[src/rtl/cbtb_ram.sv]
// generic ram: one write port, two registered read ports, read-first
module cbtb_ram #(
   parameter int WIDTH = 8,
   parameter int DEPTH = 256
) (
   input  logic                     clock,
   input  logic                     wr_en,
   input  logic [$clog2(DEPTH)-1:0] wr_addr,
   input  logic [WIDTH-1:0]         wr_data,
   input  logic                     rd_en,
   input  logic [$clog2(DEPTH)-1:0] rd_addr_a,
   input  logic [$clog2(DEPTH)-1:0] rd_addr_b,
   output logic [WIDTH-1:0]         rd_data_a,
   output logic [WIDTH-1:0]         rd_data_b
);

   logic [WIDTH-1:0] mem_ff [DEPTH];
   logic [WIDTH-1:0] rd_data_a_ff;
   logic [WIDTH-1:0] rd_data_b_ff;

   // storage write
   always_ff @(posedge clock) begin
      if (wr_en) begin
         mem_ff[wr_addr] <= wr_data;
      end
   end

   // registered reads, old data on a same-edge write
   always_ff @(posedge clock) begin
      if (rd_en) begin
         rd_data_a_ff <= mem_ff[rd_addr_a];
         rd_data_b_ff <= mem_ff[rd_addr_b];
      end
   end

   assign rd_data_a = rd_data_a_ff;
   assign rd_data_b = rd_data_b_ff;

endmodule

[config.mk]
export PLATFORM = sky130hd
export DESIGN_NAME = cbtb_ram
export DESIGN_NICKNAME = d
export VERILOG_FILES = /design/src/rtl/cbtb_ram.sv
export SDC_FILE = /design/constraint.sdc
export NUM_CORES = 2
export LEC_CHECK = 0
export ABC_AREA = 0
export BUFFER_PORTS_ARGS = -buffer_cell sky130_fd_sc_hd__buf_2
export CAP_MARGIN = 20
export CORE_AREA = 2 2 424 426
export CTS_BUF_LIST = sky130_fd_sc_hd__clkbuf_4 sky130_fd_sc_hd__clkbuf_8
export DETAILED_ROUTE_END_ITERATION = 8
export DIE_AREA = 0 0 426 428
export GPL_ROUTABILITY_DRIVEN = 0
export PLACE_DENSITY = 0.7
export SLEW_MARGIN = 20
export SYNTH_ARGS = -nofsm -noshare
export SYNTH_HDL_FRONTEND = slang
export SYNTH_SLANG_ARGS = --single-unit
[constraint.sdc]
create_clock -name clock -period 8.85 [get_ports clock]
set_clock_uncertainty 0.1 [all_clocks]
set_input_delay 1.77 -clock clock [delete_from_list [all_inputs] [get_ports clock]]
set_output_delay 1.77 -clock clock [all_outputs]
set_load 0.03 [all_outputs]
======== Word level (Yosys, flattened, before mapping) ========
Memory sizes are Yosys's and may differ from the RTL's. A register that Yosys moved wholly into a read port is not among the register bits.
Cells that the tools add are included.
storage, ports and cells
  register bits ........................... 0
  latch bits .............................. 0
  bits in writable memories ............... 2048
  bits in read-only memories .............. 0
  input port bits ......................... 35
  output and inout port bits .............. 16
  logic and storage cells ................. 3
  memories ................................ 1
memories
  name    depth  width  read ports  clocked after memory_dff  write ports  RTL line  text
  mem_ff  256    8      2           2                         1            17        logic [WIDTH-1:0] mem_ff [DEPTH];
cells by class
  $add $sub $neg .......................... 0
  $mul .................................... 0
  divide/modulo/power cells ............... 0
  $lt $le $gt $ge ......................... 0
  eq/ne operators ......................... 0
  shift-type cells ........................ 0
  mux-type cells .......................... 2
  bitwise gates (word level) .............. 0
  reduce and logical (&&, ||, !) cells .... 0
operators with widths
  kind    count
  $mux 1  2

======== Longest topological paths before layout ========
  depth in word-level cells ............... 2
  depth in mapped cells ................... 12
  depth with buffers taken out ............ 6

======== Worst setup path before layout ========
OpenSTA, ideal clock, no wires.
  path type ............................... input to register
  start point ............................. input port rd_addr_b[0]
  end point ............................... register rd_data_b_ff[0] (netlist: rd_data_b[0]), read port of mem_ff (data pin)
  library setup time ...................... 0.277 ns
  arrival time ............................ 3.671 ns
  data required time ...................... 8.473 ns
  slack ................................... 4.802 ns
  stages on the path ...................... 9
  path buffers ............................ 3
  cell sequence ........................... buf_4 buf_6 buf_2 mux4_2 mux4_2 nand2_1 a21oi_1 a21oi_1 a221oi_2
RTL lines
  item                RTL line  text
  start: declaration  12        input logic [$clog2(DEPTH)-1:0] rd_addr_b,
  end: declaration    19        logic [WIDTH-1:0] rd_data_b_ff;

==> load_flow_metrics.sql <==
INSERT INTO impl_metrics (metric_group, metric, value, unit) VALUES
('outcome', 'status', 'completed', ''),
('synth', 'async_reset_ff_frac', '0', ''),
('worst_hold_path', 'hold_class', 'flop to flop', ''),
('finish', 'layout_commonest_cell', 'sky130_fd_sc_hd__edfxtp_1', ''),
('critical_path', 'critPathMaxFanout', '97', ''),
('sta', 'fin_crit_sh', '0.583', ''),
('placement', 'pre_cts_slack', '2730', 'ps'),
('global_route', 'grt_start_max_net_pins', '146', ''),
('synth', 'cell_type_with_the_highest_aggregate_area_in_the_netlist', 'sky130_fd_sc_hd__edfxtp_1', ''),
('synth', 'syn_inst', '4847', ''),
('floorplanning', 'placement_rows', '155', ''),
('synth', 'synth.ff_latch_count', '2064', ''),
('synth', 'post_synth_instance_area', '0.0971', 'sq mm'),
('finish', 'synthToLayoutAreaGrowth', '9.27', '%'),
('sta', 'timing_max_transition_violations_final', '0', ''),
('cts', 'cts_tree', 'built', ''),
('sta', 'max_freq', '194', 'MHz'),
('run', 'max_cap_viol', '0', ''),
('global_route', 'all_layer_global_routing_usage', '0.324', ''),
('critical_path', 'crit_start', 'rd_addr_b[1]', ''),
('critical_path', 'launch_instance_of_the_worst_register_to_register_path', 'mem_ff[231][4]', ''),
('synth', 'synth-seq-area-share', '0.638', ''),
('synth', 'synth_fp_nets', '4882', ''),
('floorplanning', 'fp.dieW', '426', 'um'),
('route', 'drt_first_pass_iters', '6', ''),
('cts', 'clock_sink_count', '2064', ''),
('cts', 'clock_latency', '1110', 'ps'),
('sta', 'hold_ws', '1050', 'ps'),
('route', 'initialDrtViolationCount', '8255', ''),
('cts', 'postCtsHoldBufs', '0', ''),
('route', 'remaining_drc_errors', '0', ''),
('cts', 'cts_max_level', '5', ''),
('power_and_ir_drop', 'power_density', '200', 'mW/mm^2'),
('placement', 'place_hpwl', '186000', 'um'),
('finish', 'fin_nets', '5052', ''),
('synth', 'synth.top_cell.area_share', '0.638', ''),
('synth', 'synth_enable_flop_cells', '2064', ''),
('sta', 'setup_repair_after_global_routing_missed_its_margin', 'false', ''),
('critical_path', 'worst_ep_arrival_time', '5830', 'ps'),
('critical_path', 'start_kind', 'primary input', ''),
('floorplanning', 'floorplan.io_pins', '51', ''),
('cts', 'clockRootBuffer', 'sky130_fd_sc_hd__clkbuf_8', ''),
('global_route', 'overflow', '0', ''),
('global_route', 'grt_pass1_wl', '415000', 'um'),
('sta', 'hold_viol_final', '0', ''),
('cts', 'numCtsBuffers', '359', ''),
('synth', 'synth.yosys.warnings', '0', ''),
('critical_path', 'end_kind', 'flop', ''),
('floorplanning', 'initial_core_utilization', '0.547', ''),
('critical_path', 'setup.worst_path.class', 'primary input to flop', ''),
('floorplanning', 'dieHeight', '428', 'um'),
('finish', 'layout_common_cells', '2064 x sky130_fd_sc_hd__edfxtp_1, 1051 x sky130_fd_sc_hd__mux4_2, 373 x sky130_fd_sc_hd__clkbuf_8, 282 x sky130_fd_sc_hd__nor2_1, 236 x sky130_fd_sc_hd__mux2i_1', ''),
('critical_path', 'crit_required', '9510', 'ps'),
('route', 'drt.antenna.violating_nets', '0', ''),
('sta', 'finalWorstSetupSlack', '3690', 'ps'),
('global_route', 'first_global_vias', '55500', ''),
('route', 'vias', '55700', ''),
('critical_path', 'worst_reg2reg_endpoint', 'rd_data_a[4]', ''),
('route', 'wl_per_cell', '38.5', 'um'),
('global_route', 'antenna_found_initial', '15', ''),
('finish', 'finalNonFillerCells', '7649', ''),
('power_and_ir_drop', 'power.static_leakage', '33.1', 'nW'),
('sta', 'tightestPinTransition', '1220', 'ps'),
('cts', 'ctsLongestPathBuffers', '4', ''),
('floorplanning', 'fp.dieArea', '0.182', 'sq mm'),
('synth', 'post_synth_main_area_contributors', 'sky130_fd_sc_hd__edfxtp_1 64%, sky130_fd_sc_hd__mux4_2 24%, sky130_fd_sc_hd__mux2i_1 2.4%', ''),
('cts', 'cts_resizes', '0', ''),
('floorplanning', 'core_area', '0.178', 'sq mm'),
('power_and_ir_drop', 'vdd_ir_drop_max', '0.000170', 'V'),
('sta', 'max_slew_margin', '0.186', ''),
('critical_path', 'rr_worst_depth', '6', '');
==> cells in the mapped netlist, types with 21 or more instances <==
cell and n:
sky130_fd_sc_hd__buf_1 25, sky130_fd_sc_hd__buf_6 44, sky130_fd_sc_hd__nor3_1 21, sky130_fd_sc_hd__a211oi_1 28, sky130_fd_sc_hd__nor2b_1 27, sky130_fd_sc_hd__nor2_1 298
sky130_fd_sc_hd__buf_8 35, sky130_fd_sc_hd__a22o_1 22, sky130_fd_sc_hd__a22oi_1 62, sky130_fd_sc_hd__edfxtp_1 2064, sky130_fd_sc_hd__mux4_2 1051, sky130_fd_sc_hd__o221ai_1 65
sky130_fd_sc_hd__a221oi_1 32, sky130_fd_sc_hd__mux2i_1 236, sky130_fd_sc_hd__o21ai_0 34, sky130_fd_sc_hd__buf_2 104, sky130_fd_sc_hd__mux2_2 38, sky130_fd_sc_hd__a21oi_1 79
sky130_fd_sc_hd__nand2_1 114, sky130_fd_sc_hd__buf_4 42, sky130_fd_sc_hd__nand3_1 52, sky130_fd_sc_hd__clkbuf_1 137, sky130_fd_sc_hd__o22ai_1 48
==> per-layer routing <==
metal / vias to the layer above / routed length, um / part of all wire / GRT usage
met2: 4209 / 132000 / 0.45 / 0.471
met5: - / 40 / 0.00014 / 0
li1: 21500 / - / - / -
met1: 29300 / 106000 / 0.36 / 0.452
met4: 6 / 16600 / 0.056 / 0.162
met3: 712 / 39300 / 0.13 / 0.0959
==> worst min-delay path by stage <==
stage / slack, ps / from / cells past startpoint / end
finish: 1050 / mem_ff[190][0] / 6 / rd_data_a[0]
detailed placement: 1060 / mem_ff[190][1] / 6 / rd_data_a[1]
global placement: 1030 / mem_ff[190][0] / 6 / rd_data_a[0]
floorplan: 800 / mem_ff[44][6] / 6 / rd_data_a[6]
CTS: 1040 / mem_ff[190][0] / 6 / rd_data_a[0]
global route: 1070 / mem_ff[190][0] / 6 / rd_data_a[0]
==> area by class of cell <==
cell class              count  area [sq um]
clock inverters           153          1040
flip-flops and latches   2064         62000
well taps                2355          2950
repair buffers            204          1750
fillers                 12800         71500
inverters                   6          26.3
diodes                     17          42.5
multi-input cells        2382         32600
clock buffers             468          5790
==> kinds of logic (layout without fill, tap and decap cells) <==
kind of cell / count (synthesis) / in the layout / synth area share
muxes: 1325 / 1325 / 0.272
and+or+nand+nor: 591 / 591 / 0.0269
AOI/OAI and AO/OA: 466 / 466 / 0.0353
buffers and inverters: 401 / 831 / 0.0273
DFF: 2064 / 2064 / 0.638
other: 0 / 17 / 0
==> report_power, final <==
part | leakage (nW) | switching [W] | internal, W
logic | 11.0 | 0.00112 | 0.000662
registers | 18.6 | 0.0000348 | 0.0108
clock network | 3.59 | 0.00391 | 0.00466
total | 33.1 | 0.00507 | 0.0161
==> registers in the layout, indices dropped and copies added (netlist names) <==
| register | cells |
|---|---|
| rd_data_b | 8 |
| mem_ff | 2048 |
| rd_data_a | 8 |
==> per-stage QoR <==
step                      power [W]  area, sq um
after floorplan              0.0121        97100
after global placement       0.0128        99100
after detailed placement     0.0128        99200
after CTS                    0.0212       106000
after global routing         0.0217       106000
final                        0.0212       106000
==> worst max-delay path, cell delays in order <==
cell and delay (ps):
sky130_fd_sc_hd__buf_8 270, sky130_fd_sc_hd__buf_12 460, sky130_fd_sc_hd__buf_4 820, sky130_fd_sc_hd__mux4_2 420, sky130_fd_sc_hd__mux4_2 530, sky130_fd_sc_hd__a22o_1 330, sky130_fd_sc_hd__a21oi_1 800, sky130_fd_sc_hd__a221oi_2 160
Power figures use the tool's default switching activity.
